<file path="src/rtl/core/greedy_line_filler_top_assert.svh">
// ---------------------------------------------------------------------------
// Assertion macros for the greedy line filler
// Each macro expands to a clocked concurrent assertion, or to nothing when
// NO_ASSERTIONS is defined.
// ---------------------------------------------------------------------------
`ifndef GREEDY_LINE_FILLER_TOP_ASSERT_SVH
`define GREEDY_LINE_FILLER_TOP_ASSERT_SVH

`ifndef NO_ASSERTIONS

// The property holds at every clock edge out of reset.
`define GLF_ASSERT_ALWAYS(lbl, prop) \
  lbl: assert property (@(posedge clk) disable iff (!rst_n) (prop)) \
    else $error("greedy line filler: invariant violated");

// When the condition holds, the consequence holds in the next cycle.
`define GLF_ASSERT_NEXT(lbl, cond, cons) \
  lbl: assert property (@(posedge clk) disable iff (!rst_n) (cond) |=> (cons)) \
    else $error("greedy line filler: next-cycle check violated");

`else

`define GLF_ASSERT_ALWAYS(lbl, prop)
`define GLF_ASSERT_NEXT(lbl, cond, cons)

`endif

`endif

</file>
<file path="src/rtl/core/glf_pkg.sv">
// ---------------------------------------------------------------------------
// glf_pkg
// Shared constants and types of the greedy line filler.
// ---------------------------------------------------------------------------
package glf_pkg;

  // Character codes.
  localparam logic [7:0] CH_SP  = 8'h20;
  localparam logic [7:0] CH_TAB = 8'h09;
  localparam logic [7:0] CH_CR  = 8'h0D;
  localparam logic [7:0] CH_LF  = 8'h0A;

  // Line length and adder widths.
  localparam int LINE_W = 9;
  localparam int SUM_W  = LINE_W + 1;
  // Width used for word limit compares (holds up to 127).
  localparam int LIM_W  = 7;

  // Configuration registers.
  localparam int              CFG_IDX_W      = 2;
  localparam logic [CFG_IDX_W-1:0] REG_LINE_LIMIT = 2'd0;
  localparam logic [CFG_IDX_W-1:0] REG_WORD_LIMIT = 2'd1;
  localparam logic [7:0]      LINE_LIMIT_RST = 8'd60;
  localparam logic [5:0]      WORD_LIMIT_RST = 6'd30;

  // Sequencer states.
  typedef enum logic [2:0] {
    ST_IDLE,
    ST_PREP,
    ST_NL,
    ST_WORD,
    ST_SPACE
  } state_t;

  // Result of the shared add and compare unit.
  typedef struct packed {
    logic [SUM_W-1:0] sum;
    logic             gt;
    logic             eq;
  } alu_res_t;

  // Space, tab, CR and LF count as whitespace.
  function automatic logic is_ws(input logic [7:0] b);
    return (b == CH_SP) || (b == CH_TAB) || (b == CH_CR) || (b == CH_LF);
  endfunction

endpackage

</file>
<file path="src/rtl/core/glf_alu.sv">
// ---------------------------------------------------------------------------
// glf_alu
// Shared adder with compare against a limit, used by the prep, word and space steps.
// ---------------------------------------------------------------------------
module glf_alu (
  input  logic [glf_pkg::LINE_W-1:0] a,
  input  logic [glf_pkg::LINE_W-1:0] b,
  input  logic [glf_pkg::LINE_W-1:0] c,
  output glf_pkg::alu_res_t          res
);
  import glf_pkg::*;

  logic [SUM_W-1:0] sum;

  // One add, then greater-than and equal against the limit operand.
  assign sum     = {1'b0, a} + {1'b0, b};
  assign res.sum = sum;
  assign res.gt  = sum > {1'b0, c};
  assign res.eq  = sum == {1'b0, c};

endmodule

</file>
<file path="src/rtl/core/glf_store.sv">
// ---------------------------------------------------------------------------
// glf_store
// Word store: one write port and one read port with registered read data.
// ---------------------------------------------------------------------------
module glf_store #(
  parameter int DEPTH = 32,
  parameter int AW    = $clog2(DEPTH)
) (
  input  logic          clk,
  input  logic          wr_en,
  input  logic [AW-1:0] wr_addr,
  input  logic [7:0]    wr_data,
  input  logic [AW-1:0] rd_addr,
  output logic [7:0]    rd_data
);
  import glf_pkg::*;

  logic [7:0] mem [DEPTH];
  logic [7:0] rd_data_r;

  // Write the incoming word byte.
  always_ff @(posedge clk) begin
    if (wr_en) begin
      mem[wr_addr] <= wr_data;
    end
  end

  // Registered read.
  always_ff @(posedge clk) begin
    rd_data_r <= mem[rd_addr];
  end

  assign rd_data = rd_data_r;

endmodule

</file>
<file path="src/rtl/core/greedy_line_filler_top.sv">
// ---------------------------------------------------------------------------
// greedy_line_filler_top
// Greedy word wrap over a byte stream with a word store and a sequencer.
// ---------------------------------------------------------------------------
// One text byte is taken per item. A byte that does not end a word is taken
// while the block is idle and yields no output. A byte that flushes a word
// keeps the input stalled while the sequencer checks the line length, emits
// a newline if the line is full, then the word and a trailing space; output
// stalls add to that. The sequencer emits one byte per cycle into the output
// register while the output does not stall, reading the word store through
// its single registered read port and stepping its index and line length
// through one shared adder. Configuration writes are always taken and
// should only be issued while the block is idle.
module greedy_line_filler_top #(
  parameter int WORD_DEPTH = 32
) (
  input  logic                           clk,
  input  logic                           rst_n,
  // Text input.
  input  logic                           in_valid,
  output logic                           in_stall,
  input  logic [7:0]                     in_text_byte,
  input  logic                           in_end_of_text,
  // Wrapped output.
  output logic                           out_valid,
  input  logic                           out_stall,
  output logic [7:0]                     out_byte,
  output logic                           out_run_last,
  // Configuration writes.
  input  logic                           cfg_valid,
  output logic                           cfg_ready,
  input  logic [glf_pkg::CFG_IDX_W-1:0]  cfg_index,
  input  logic [7:0]                     cfg_data
);
  import glf_pkg::*;

  localparam int CW = $clog2(WORD_DEPTH + 1);
  localparam int AW = $clog2(WORD_DEPTH);

  // Registers.
  state_t              state_r, state_nxt;
  logic [7:0]          line_limit_r;
  logic [5:0]          word_limit_r;
  logic [CW-1:0]       word_cnt_r;
  logic [LINE_W-1:0]   line_r;
  logic                in_gap_r;
  logic                seen_first_r;
  logic [CW-1:0]       len_r;
  logic [CW-1:0]       idx_r, idx_nxt;
  logic [LINE_W-1:0]   base_r, base_nxt;
  logic                end_r;
  logic                out_valid_r;
  logic [7:0]          out_byte_r;
  logic                out_last_r;

  // Combinational signals.
  logic                in_acc;
  logic                ws;
  logic [CW-1:0]       cnt_store;
  logic [LIM_W-1:0]    wl_ext;
  logic [LIM_W-1:0]    wl_eff;
  logic                split;
  logic                first_flush;
  logic [CW-1:0]       cnt_after;
  logic                flush;
  logic                st_wr;
  logic                load;
  logic                emit;
  logic [7:0]          emit_byte;
  logic                emit_last;
  logic [LINE_W-1:0]   alu_a, alu_b, alu_c;
  alu_res_t            alu_res;
  logic [7:0]          rd_data;

  assign cfg_ready = 1'b1;
  assign in_stall  = (state_r != ST_IDLE);
  assign in_acc    = in_valid && !in_stall;

  // Item decode: store the byte, detect a split, decide on a flush.
  always_comb begin
    ws        = is_ws(in_text_byte);
    st_wr     = !ws && (word_cnt_r < CW'(WORD_DEPTH));
    cnt_store = st_wr ? word_cnt_r + CW'(1) : word_cnt_r;
    wl_ext    = LIM_W'(word_limit_r);
    if (wl_ext == '0) begin
      wl_eff = LIM_W'(1);
    end else if (wl_ext > LIM_W'(WORD_DEPTH)) begin
      wl_eff = LIM_W'(WORD_DEPTH);
    end else begin
      wl_eff = wl_ext;
    end
    split       = !ws && (LIM_W'(cnt_store) >= wl_eff);
    first_flush = ws ? (!in_gap_r && ((word_cnt_r != '0) || !seen_first_r)) : split;
    cnt_after   = cnt_store;
    flush       = first_flush || (in_end_of_text && (cnt_after != '0));
  end

  // Word store.
  glf_store #(
    .DEPTH (WORD_DEPTH)
  ) u_store (
    .clk     (clk),
    .wr_en   (in_acc && st_wr),
    .wr_addr (word_cnt_r[AW-1:0]),
    .wr_data (in_text_byte),
    .rd_addr (idx_nxt[AW-1:0]),
    .rd_data (rd_data)
  );

  // Shared add and compare unit.
  glf_alu u_alu (
    .a   (alu_a),
    .b   (alu_b),
    .c   (alu_c),
    .res (alu_res)
  );

  assign load = !out_valid_r || !out_stall;

  // Sequencer: next state, unit operands and the byte to emit.
  always_comb begin
    state_nxt = state_r;
    idx_nxt   = idx_r;
    base_nxt  = base_r;
    emit      = 1'b0;
    emit_byte = CH_SP;
    emit_last = 1'b0;
    alu_a     = line_r;
    alu_b     = LINE_W'(len_r);
    alu_c     = LINE_W'(line_limit_r);
    case (state_r)
      ST_IDLE: begin
        if (in_acc && flush) begin
          state_nxt = ST_PREP;
          idx_nxt   = '0;
        end
      end
      ST_PREP: begin
        // Line length plus word length against the line limit.
        base_nxt = alu_res.gt ? LINE_W'(len_r) : alu_res.sum[LINE_W-1:0];
        if (alu_res.gt) begin
          state_nxt = ST_NL;
        end else if (len_r != '0) begin
          state_nxt = ST_WORD;
        end else begin
          state_nxt = ST_SPACE;
        end
      end
      ST_NL: begin
        if (load) begin
          emit      = 1'b1;
          emit_byte = CH_LF;
          state_nxt = (len_r != '0) ? ST_WORD : ST_SPACE;
        end
      end
      ST_WORD: begin
        // Step the read index; stop when it reaches the word length.
        alu_a = LINE_W'(idx_r);
        alu_b = LINE_W'(1);
        alu_c = LINE_W'(len_r);
        if (load) begin
          emit      = 1'b1;
          emit_byte = rd_data;
          idx_nxt   = alu_res.sum[CW-1:0];
          if (alu_res.eq) begin
            state_nxt = ST_SPACE;
          end
        end
      end
      ST_SPACE: begin
        // New line length counts the trailing space.
        alu_a = base_r;
        alu_b = LINE_W'(1);
        if (load) begin
          emit      = 1'b1;
          emit_byte = CH_SP;
          emit_last = 1'b1;
          state_nxt = ST_IDLE;
        end
      end
      default: begin
        state_nxt = ST_IDLE;
      end
    endcase
  end

  // State register.
  always_ff @(posedge clk) begin
    if (!rst_n) begin
      state_r <= ST_IDLE;
    end else begin
      state_r <= state_nxt;
    end
  end

  // Configuration registers and text state.
  always_ff @(posedge clk) begin
    if (!rst_n) begin
      line_limit_r <= LINE_LIMIT_RST;
      word_limit_r <= WORD_LIMIT_RST;
      word_cnt_r   <= '0;
      line_r       <= '0;
      in_gap_r     <= 1'b0;
      seen_first_r <= 1'b0;
    end else begin
      if (cfg_valid && cfg_ready) begin
        case (cfg_index)
          REG_LINE_LIMIT: line_limit_r <= cfg_data;
          REG_WORD_LIMIT: word_limit_r <= cfg_data[5:0];
          default: ;
        endcase
      end
      if (in_acc) begin
        if (in_end_of_text) begin
          word_cnt_r   <= '0;
          in_gap_r     <= 1'b0;
          seen_first_r <= 1'b0;
          if (!flush) begin
            line_r <= '0;
          end
        end else begin
          word_cnt_r   <= flush ? '0 : cnt_after;
          in_gap_r     <= ws || split;
          seen_first_r <= 1'b1;
        end
      end
      if ((state_r == ST_SPACE) && load) begin
        line_r <= end_r ? '0 : alu_res.sum[LINE_W-1:0];
      end
    end
  end

  // Per-flush working registers.
  always_ff @(posedge clk) begin
    idx_r  <= idx_nxt;
    base_r <= base_nxt;
    if (in_acc) begin
      len_r <= cnt_after;
      end_r <= in_end_of_text;
    end
  end

  // Output register.
  always_ff @(posedge clk) begin
    if (!rst_n) begin
      out_valid_r <= 1'b0;
    end else if (load) begin
      out_valid_r <= emit;
    end
  end

  always_ff @(posedge clk) begin
    if (load && emit) begin
      out_byte_r <= emit_byte;
      out_last_r <= emit_last;
    end
  end

  assign out_valid    = out_valid_r;
  assign out_byte     = out_byte_r;
  assign out_run_last = out_last_r;

  // Checks.
`include "greedy_line_filler_top_assert.svh"

  `GLF_ASSERT_ALWAYS(a_cnt_range, word_cnt_r <= CW'(WORD_DEPTH))
  `GLF_ASSERT_ALWAYS(a_last_is_space, !out_valid_r || (out_last_r == (out_byte_r == CH_SP)))
  `GLF_ASSERT_ALWAYS(a_word_nonempty, (state_r != ST_WORD) || (len_r != '0))
  `GLF_ASSERT_NEXT(a_end_clears, in_acc && in_end_of_text, (word_cnt_r == '0) && !seen_first_r && !in_gap_r)

endmodule

</file>
<file path="config.mk">
export PLATFORM = sky130hd
export DESIGN_NAME = greedy_line_filler_top
export DESIGN_NICKNAME = d
export VERILOG_FILES = /design/src/rtl/core/glf_pkg.sv /design/src/rtl/core/glf_alu.sv /design/src/rtl/core/glf_store.sv /design/src/rtl/core/greedy_line_filler_top.sv
export VERILOG_INCLUDE_DIRS = /design/src /design/src/rtl/core
export SDC_FILE = /design/constraint.sdc
export NUM_CORES = 1
export LEC_CHECK = 0
export ABC_AREA = 1
export BUFFER_PORTS_ARGS = -buffer_cell sky130_fd_sc_hd__buf_4
export CAP_MARGIN = 25
export CORE_AREA = 5 5 216 218
export DETAILED_ROUTE_END_ITERATION = 8
export DIE_AREA = 0 0 221 223
export GPL_TIMING_DRIVEN = 0
export SETUP_SLACK_MARGIN = 0.02
export SYNTH_ARGS = -nofsm -noshare
export SYNTH_HDL_FRONTEND = slang
export SYNTH_SLANG_ARGS = --single-unit
</file>
<file path="constraint.sdc">
create_clock -name clk -period 4.7 [get_ports clk]
set_clock_uncertainty 0.2 [all_clocks]
set_input_delay 0.235 -clock clk [delete_from_list [all_inputs] [get_ports clk]]
set_output_delay 0.235 -clock clk [all_outputs]
set_load 0.01 [all_outputs]
</file>
**Yosys cells after proc, flatten, opt, wreduce, memory -nomap -nowiden**

Memories as Yosys holds them, arrays and structs flattened. A register that Yosys moved wholly into a read port is not among the register bits.
Index checks and enable logic that the tools add are counted.

- Bits in registers: 66
- Bits in latches: 0
- RAM bits: 256
- Memory bits (read-only): 0
- Input port bits: 24
- Output and inout bits: 12
- Word-level logic and storage cells: 113
- Memories kept: 1

Memory list:

| memory | words | bits a word | read ports | clocked after memory_dff | wr ports | RTL line | source |
|---|---|---|---|---|---|---|---|
| u_store.mem | 32 | 8 | 1 | 1 | 1 | glf_store.sv:18 | `logic [7:0] mem [DEPTH];` |

- Add/sub/neg operators: 2
- $mul: 0
- Div/mod/pow operators: 0
- Magnitude comparators: 4
- Eq/ne operators: 16
- Shift operators: 0
- Multiplexer cells: 35
- Bitwise gates (word level): 0
- Reductions and logical operators: 39

Operators with widths:

| kind | count |
|---|---|
| $mux W6 | 9 |
| $mux W9 | 5 |
| $eq A8 B4 Y1 const B | 3 |
| $mux W3 | 7 |
| $pmux W9 S2 | 1 |
| $reduce_bool A6 Y1 | 3 |
| $mux W8 | 2 |
| $pmux W8 S2 | 1 |
| $pmux W3 S5 | 1 |
| $pmux W6 S2 | 1 |
| $add A9 B6 Y10 | 1 |
| $eq A10 B8 Y1 | 1 |
| $gt A10 B8 Y1 | 1 |
| $ne A2 B2 Y1 const B | 5 |
| $logic_and A1 B1 Y1 | 9 |
| $eq A8 B6 Y1 const B | 1 |
| $ge A6 B7 Y1 | 1 |
| $logic_or A1 B1 Y1 | 7 |
| $mux W1 | 7 |
| $mux W7 | 1 |
| $add A6 B1 Y6 const B | 1 |
| $eq A3 B2 Y1 const B | 2 |
| $gt A6 B6 Y1 const B | 1 |
| $logic_not A1 Y1 | 6 |
| other kinds (15) | 19 |

**Depth between registers and ports, before layout**

Gate-level depths: netlist of the first run.

- Depth after elaboration: 15
- Mapped depth: 34

**Cells and area by module**

From an unflattened synthesis of the first run, not the netlist that was laid out.

- Cells, all modules: 1455
- Area, all modules: 14821.7 µm²

Modules (own cells, without submodules):

| module | instances | cells an instance | area an instance (µm²) |
|---|---|---|---|
| glf_store | 1 | 922 | 10786.6 |
| greedy_line_filler_top | 1 | 429 | 3354.5 |
| glf_alu | 1 | 104 | 680.7 |

**Worst setup path before layout of the first run**

Ideal clock, no wire load.

- Path type: reg-to-reg
- Start point: reg state_r[0]
- End point: reg base_r[0], data pin
- Arrival time: 3.592 ns
- Setup slack: 0.643 ns
- Cell stages (with the launch flop): 25
- Buffers on the path: 1
- Clock period less this slack: 4.057 ns
- Path through: dfxtp_1 > nor2_1 > inv_1 > nor2_1 > nor2_2 > inv_1 > nor2_1 > ha_1 > nand3_1 > nand2_1 > a21oi_1 > o21ai_0 > a21oi_1 > or2_2 > xor2_1 > inv_1 > ha_1 > nand2_1 > inv_1 > o21ai_0 > nand2_1 > nand2_1 > nand2_1 > clkbuf_1 > o21ai_0

RTL lines:

| item | RTL line | source |
|---|---|---|
| from (decl) | greedy_line_filler_top.sv:41 | `state_t state_r, state_nxt;` |
| from (signal assigned) | greedy_line_filler_top.sv:192 | `state_r <= state_nxt;` |
| to (signal assigned) | greedy_line_filler_top.sv:236 | `base_r <= base_nxt;` |
| to (decl) | greedy_line_filler_top.sv:50 | `logic [LINE_W-1:0] base_r, base_nxt;` |

**Worst setup path after layout of the first run**

- Start point: in in_text_byte[3]
- End point: reg u_store.rd_data_r[4], in the netlist u_store.rd_data[4] (read register of u_store.mem)

- Cells in the longest elaborated chain, start to end: 14
- Elaborated cells on any way between the ends: 19

Ends and longest elaborated chain:

| item | RTL line | source |
|---|---|---|
| from (decl) | greedy_line_filler_top.sv:22 | `input logic [7:0] in_text_byte,` |
| $eq A8 B6 Y1 or $eq A8 B4 Y1 (tied branches) | glf_pkg.sv:44 | `return (b == CH_SP) \|\| (b == CH_TAB) \|\| (b == CH_CR) \|\| (b == CH_LF);` |
| $logic_or A1 B1 Y1 (2 in a row) | glf_pkg.sv:44 |  |
| $logic_or A1 B1 Y1 * | glf_pkg.sv:44 |  |
| $logic_not A1 Y1 * | greedy_line_filler_top.sv:82 | `st_wr = !ws && (word_cnt_r < CW'(WORD_DEPTH));` |
| $logic_and A1 B1 Y1 * | greedy_line_filler_top.sv:82 |  |
| $mux W6 * | greedy_line_filler_top.sv:83 | `cnt_store = st_wr ? word_cnt_r + CW'(1) : word_cnt_r;` |
| net cnt_after[1] | greedy_line_filler_top.sv:64 | `logic [CW-1:0] cnt_after;` |
| $ge A6 B7 Y1 | greedy_line_filler_top.sv:92 | `split = !ws && (LIM_W'(cnt_store) >= wl_eff);` |
| $logic_and A1 B1 Y1 | greedy_line_filler_top.sv:92 |  |
| $mux W1 | greedy_line_filler_top.sv:93 | `first_flush = ws ? (!in_gap_r && ((word_cnt_r != '0) \|\| !seen_first_r)) : split;` |
| $logic_or A1 B1 Y1 * | greedy_line_filler_top.sv:95 | `flush = first_flush \|\| (in_end_of_text && (cnt_after != '0));` |
| $logic_and A1 B1 Y1 * | greedy_line_filler_top.sv:133 | `if (in_acc && flush) begin` |
| $mux W6 * | greedy_line_filler_top.sv:133 |  |
| $pmux W6 S2 * | greedy_line_filler_top.sv:131 | `case (state_r)` |
| to (decl) | glf_store.sv:19 | `logic [7:0] rd_data_r;` |

Mark *: on every way through the listed nets, which the timed path passes. The rest lies on a longest branch. The select of a mux whose other input is x is not followed.
A chain may end at the register's enable or synchronous reset.

==> flow_summary.yaml, run 1 <==
status:
  status: "finished clean"
worst_setup_path:
  end_kind: "flip-flop"
  reg2reg_from: "state_r[1]"
  slowest_delay_ns: 0.58
  crit_arrival_ns: 4.57
  path_delay_family: "simple AND/OR/NAND/NOR gates"
  crit_slowest_cell: "dlygate4sd3_1"
  worstSetupStartpointType: "primary input"
  crit_type: "primary input to flip-flop"
  crit_fanout: 34
  rrSetupSlack_ns: 0.36
  required_ns: 4.93
  cp_common_cell: "nand2_1"
  cp-startpoint: "in_text_byte[3]"
  crit_buf_inv: 5
clock_network:
  h-tree-depth: 2
  clock-root-buffer: "clkbuf_16"
  cts_buffers: 38
  cts_sinks: 330
  cts_tree: "yes"
  cts.clk_slew.worst_paths_ns: 0.06
  clockBufferDepth: 3
  insertion_delay_ns: 0.55
finish:
  layout.nets: 1753
  stdcell_count: 2334
  final_cell_mix: "405 x nand2_1, 299 x nand3_1, 282 x edfxtp_1"
  final_common_cell: "nand2_1"
  fillers: 4402
  drive_gt1_share_pct: 10.5
  syn_to_final_growth_pct: 18.2
  insertedDiodeCount: 0
timing:
  fin_crit_sh_pct: 92.4
  fmax_ghz: 0.230
  worst_pin_slew_ns: 0.816
  setup_violations: 0
  finalHoldViolations: 0
  drv_slew: 0
  finalWorstSetupSlack_ns: 0.356
  rsz0062_at_grt: "false"
  fin_crit_ns: 4.34
  relSlewSlack_pct: 45.6
synth:
  synth_compound_area_share_pct: 3.19
  ys_seq_area_share_pct: 61.4
  muxShareOfSynthArea_pct: 0
  synth-adder-area-share_pct: 2.00
  synth_edf_count: 282
  synth.avg_cell_area_um2: 9.67
  synth_seq_cells: 330
  yosysWarnings: 0
  ys.flop_type: "edfxtp_1"
  synth_area_leader_cell: "edfxtp_1"
  ys_types: 47
  synth_top_family_by_area: "simple AND/OR/NAND/NOR gates"
  yosys.area_share.simple_pct: 24.9
  async_reset_ff_share_pct: 0
  syn_nets: 1635
  synthXorXnorAreaFrac_pct: 0.611
  synth_cells: 1587
  synth_area_mm2: 0.0154
  yosysTopAreaCellShare_pct: 55.2
  synth_area_leaders: "edfxtp_1 55%, nand2_1 9.9%, nand3_1 9.7%"
detailed_routing:
  num_vias: 11500
  avgViaCountPerCell: 4.91
  drtIter0Drc: 1024
  wl_um: 41500
  drc: 0
  dr.pass1.iters: 7
  wl_per_cell_um: 17.8
  ant_nets: 0
global_routing:
  grt_max_degree: 36
  antenna_found_initial: 0
  grt_first_pass_wirelength_um: 62800
  grtUsageTotal_pct: 16.3
  first_global_vias: 10900
  grt-ovfl-total: 0
floorplanning:
  io_pins: 36
  start_util_pct: 34.3
  dieWidth_um: 221
  rows: 78
  dieArea_mm2: 0.0493
  die_h_um: 223
  core_mm2: 0.0447
place:
  placed_cells: 2220
  place_congestion: 0.874
  portBuffers: 33
  place_hpwl_um: 27900
  place_worst_setup_slack_ns: -0.563
min_path:
  hold_class: "primary input to flip-flop"
  min-delay-start: "out_stall"
power_and_ir_drop:
  p_per_area_mw_per_mm2: 559
  peakVddDrop_mv: 0.270
  leakagePower_nw: 7.42
  power_mw: 10.1
flow_run:
  drv_cap: 0
[registers in the layout (all words and copies together) (netlist names)]
signal	flops
out_valid	1
base_r	9
u_store.mem	256
line_r	9
out_byte	8
line_limit_r	8
state_r	3
seen_first_r	1
word_cnt_r	6
u_store.rd_data	8
end_r	1
out_run_last	1
word_limit_r	6
in_gap_r	1
idx_r	6
len_r	6
[synthesized netlist by cell type (2+ instances only)]
library cell / n
conb_1: 2
xor2_2: 2
nand2_1: 406
clkinv_1: 4
o211ai_1: 4
nand3b_1: 32
nand4_1: 4
buf_1: 2
dfxtp_1: 48
clkbuf_1: 28
nand3_1: 299
nand2_4: 3
nor2_2: 3
buf_2: 25
o22ai_1: 5
o21ai_0: 29
nand3_2: 2
a21oi_4: 3
edfxtp_1: 282
inv_1: 205
a22oi_1: 2
nor3_1: 5
ha_1: 23
buf_6: 7
nor2_1: 91
nand2_2: 3
nand2_8: 2
xor2_1: 7
inv_2: 2
a21oi_1: 28
buf_4: 12
a311oi_1: 2
[through the flow]
stage / hold slack [ns] / TNS [ns] / utilization [%] / cell area [um^2]
finish: 0.0380 / 0 / 40.6 / 18100
global route: 0.0889 / 0 / 40.6 / 18100
CTS: 0.000329 / 0 / 40.0 / 17900
detailed placement: 0.244 / -5.33 / 36.6 / 16400
global placement: 0.246 / -4.78 / 36.6 / 16400
floorplan: 0.134 / 0 / - / 15400
[cell type report]
class,count,area [um^2],share of cell area (%)
Clock inverter,16,108,0.593
Multi-Input combinational cell,972,4790,26.4
Clock buffer,53,1040,5.72
Timing Repair Buffer,78,791,4.36
Inverter,211,796,4.39
Sequential cell,330,9430,52.0
Buffer,74,440,2.43
Tap cell,600,751,4.14
[logic make-up after synthesis]
logic type	count (synthesis)
AND/OR/NAND/NOR	856
flip-flops	330
buffers and inverters	285
adder cells (fa/ha/maj)	24
XOR/XNOR	9
other	2
AO/OA/AOI/OAI	81
[final timing paths]
kind,to,cells past startpoint
hold reg to reg,line_limit_r[5],2
hold / removal,out_byte[0],4
setup / recovery,u_store.rd_data[4],30
setup reg to reg,u_store.rd_data[4],18
[repair_timing]
| action | in CTS | in global routing |
|---|---|---|
| cloned | 0 | 2 |
| endpoints found under the hold margin | 279 | 0 |
| hold buffers | 32 | 0 |
| pin swaps | 1 | 7 |
| resized for setup | 10 | 57 |
| endpoints found under the setup margin | 18 | 19 |
| buffers inserted | 1 | 9 |
[metal layers]
| layer | up-vias | GRT usage, % | routed length (um) |
|---|---|---|---|
| met5 | - | 0 | 0 |
| met4 | 0 | 4.96 | 1220 |
| met3 | 75 | 2.70 | 2720 |
| met2 | 377 | 27.2 | 19600 |
| met1 | 5473 | 21.9 | 17900 |
| li1 | 5531 | - | - |
[power by group]
part | switching [mW] | internal, mW | total [mW]
logic | 2.63 | 1.22 | 3.85
registers | 0.0943 | 3.44 | 3.54
clock network | 1.16 | 1.60 | 2.76
total | 3.88 | 6.26 | 10.1
[worst reg2reg max path: stages, from the launching register on]
cell      delay [ns]
dfxtp_2         0.35
inv_1           0.07
nor2_4          0.10
inv_2           0.07
nor2_4          0.22
clkbuf_2        0.28
nand2_1         0.07
nand3_1         0.09
ha_1            0.28
a22oi_1         0.43
clkbuf_1        0.62
clkbuf_1        0.55
nand3_1         0.15
nand3_1         0.12
nand3_1         0.11
nand3_1         0.18
nand2_1         0.17
nand2_1         0.10
nand2_1         0.06
Power figures use the tool's default switching activity.
==> inputs of run 2 (changes only) <==
--- a/config.mk
+++ b/config.mk
@@ -10,6 +10,7 @@
 export BUFFER_PORTS_ARGS = -buffer_cell sky130_fd_sc_hd__buf_4
 export CAP_MARGIN = 25
 export CORE_AREA = 5 5 216 218
+export CTS_BUF_LIST = sky130_fd_sc_hd__clkbuf_4
 export DETAILED_ROUTE_END_ITERATION = 8
 export DIE_AREA = 0 0 221 223
 export GPL_TIMING_DRIVEN = 0
==> run 2 against run 1 <==
  * Sequential share of layout area about the same
  * Critical endpoint is now state_r[0]
  * Register-to-register slack hardly changed
  * Clock-buffer cell count grew 76
  * Highest routed layer unchanged
  * Die area unchanged
  * Setup slack improved by 0.012 ns
  * Cell count up 4.2%
==> flow_summary.yaml, run 2 (synthesized netlist as in run 1, its figures left out) <==
floorplanning:
  dieWidth_um: 221
  core_mm2: 0.0447
  start_util_pct: 34.3
  io_pins: 36
  die_h_um: 223
  rows: 78
  dieArea_mm2: 0.0493
worst_setup_path:
  required_ns: 5.14
  path_delay_family: "simple AND/OR/NAND/NOR gates"
  crit_buf_inv: 6
  reg2reg_from: "state_r[1]"
  crit_slowest_cell: "ha_1"
  rrSetupSlack_ns: 0.37
  slowest_delay_ns: 0.37
  r2r_cells: 27
  worstSetupStartpointType: "flip-flop"
  crit_cells: 27
  end_kind: "flip-flop"
  crit_fanout: 9
  r2r_end: "state_r[0]"
  crit_arrival_ns: 4.77
  crit_type: "flip-flop to flip-flop"
clock_network:
  insertion_delay_ns: 0.77
  h-tree-depth: 3
  clockBufferDepth: 3
  cts_sinks: 330
  cts_tree: "yes"
  cts_buffers: 88
  clock-root-buffer: "clkbuf_4"
  cts.clk_slew.worst_paths_ns: 0.06
global_routing:
  grt-ovfl-total: 0
  grt_max_degree: 36
  grt_first_pass_wirelength_um: 64300
  first_global_vias: 11500
  grtUsageTotal_pct: 16.7
  antenna_found_initial: 1
finish:
  final_common_cell: "nand2_1"
  syn_to_final_growth_pct: 18.2
  top_regs: "u_store.mem: 256 flops, base_r: 9 flops, line_r: 9 flops"
  largest-register: "u_store.mem"
  largest_reg_flops: 256
  final_cell_mix: "404 x nand2_1, 299 x nand3_1, 282 x edfxtp_1"
  layout.nets: 1818
  drive_gt1_share_pct: 14.6
  stdcell_count: 2433
timing:
  finalHoldViolations: 0
  drv_slew: 0
  setup_violations: 0
  fin_crit_ns: 4.33
  whs_ns: 0.137
  worst_pin_slew_ns: 0.829
  fmax_ghz: 0.231
  finalWorstSetupSlack_ns: 0.368
  fin_crit_sh_pct: 92.2
  relSlewSlack_pct: 44.5
min_path:
  min_path_cells: 5
  hold_end: "in_gap_r"
  min-delay-start: "in_end_of_text"
  hold_class: "primary input to flip-flop"
detailed_routing:
  wl_per_cell_um: 17.3
  ant_nets: 0
  drc: 0
  dr.pass1.iters: 5
  wl_um: 42000
  num_vias: 11800
  avgViaCountPerCell: 4.84
  drtIter0Drc: 956
power_and_ir_drop:
  p_per_area_mw_per_mm2: 543
  power_mw: 9.86
  leakagePower_nw: 7.53
  peakVddDrop_mv: 0.261
place:
  place_congestion: 0.874
  place_hpwl_um: 27900
  place_worst_setup_slack_ns: -0.563
  portBuffers: 33
  placed_cells: 2220
status:
  status: "finished clean"
flow_run:
  drv_cap: 0
## run 2: cell count changes in the layout (fill, tap and decap cells not counted), sizes merged
cell	delta
clkbuf	+69
dlygate4sd3	+20
clkinv	+8
buf	+4
dlymetal6s4s	-2
clkinvlp	-1
diode	+1
## run 2: layout make-up
type | instances | area (um^2)
Clock buffer | 129 | 968
Fill cell | 4481 | 26500
Timing Repair Buffer | 94 | 866
Multi-Input combinational cell | 972 | 4790
Tap cell | 600 | 751
Buffer | 73 | 423
Antenna cell | 1 | 2.50
Clock inverter | 23 | 123
Inverter | 211 | 797
Sequential cell | 330 | 9430
## run 2: stage by stage
step	setup TNS, ns	utilization, %	area [um^2]
after floorplan	0	-	15400
after global placement	-4.78	36.6	16400
after detailed placement	-5.33	36.6	16400
after CTS	0	40.2	18000
after global routing	-0.00955	40.6	18200
final	0	40.6	18200
## run 2: what timing repair did
item,CTS,global route
hold buffers,50,0
buffers inserted,1,9
pin swaps,1,7
resized for setup,10,34
endpoints found under the hold margin,308,0
setup endpoints to repair,18,19
## run 2: routing by layer
metal	GRT usage [%]	vias up	part of all wire (%)
met5	0	-	0
met4	5.90	0	2.4
met2	27.7	370	48
li1	-	5709	-
met1	21.7	5619	43
met3	3.43	89	6.4
## run 2: worst max-delay path by stage
| stage | from | to | slack [ns] |
|---|---|---|---|
| floorplan | state_r[0] | base_r[0] | 0.64 |
| global placement | state_r[0] | base_r[0] | -0.52 |
| detailed placement | state_r[0] | base_r[1] | -0.56 |
| CTS | state_r[1] | base_r[4] | 0.02 |
| global route | state_r[1] | state_r[0] | -0.01 |
| finish | state_r[1] | state_r[0] | 0.37 |
## run 2: power breakdown
group / total [mW] / switching, mW / internal [mW] / leakage (nW)
clock: 2.48 / 1.17 / 1.30 / 0.649
sequential: 3.53 / 0.0932 / 3.44 / 2.94
combinational: 3.85 / 2.63 / 1.22 / 3.94
## run 2: worst reg2reg max path, stage by stage (launching register included)
cell	delay, ns
dfxtp_2	0.36
inv_1	0.07
nor2_4	0.10
inv_2	0.07
nor2_4	0.24
nor2_4	0.12
nand2_1	0.11
o211ai_1	0.09
ha_1	0.37
nand3_1	0.13
nand2_2	0.11
a21oi_2	0.06
o21ai_2	0.20
a21oi_1	0.10
or2_2	0.32
xor2_2	0.17
inv_1	0.09
ha_1	0.29
nand2_1	0.05
inv_1	0.07
nand4_1	0.12
inv_1	0.08
nand2_1	0.07
a22oi_1	0.14
nand2_1	0.08
inv_2	0.09
o21ai_0	0.08
a41oi_1	0.22
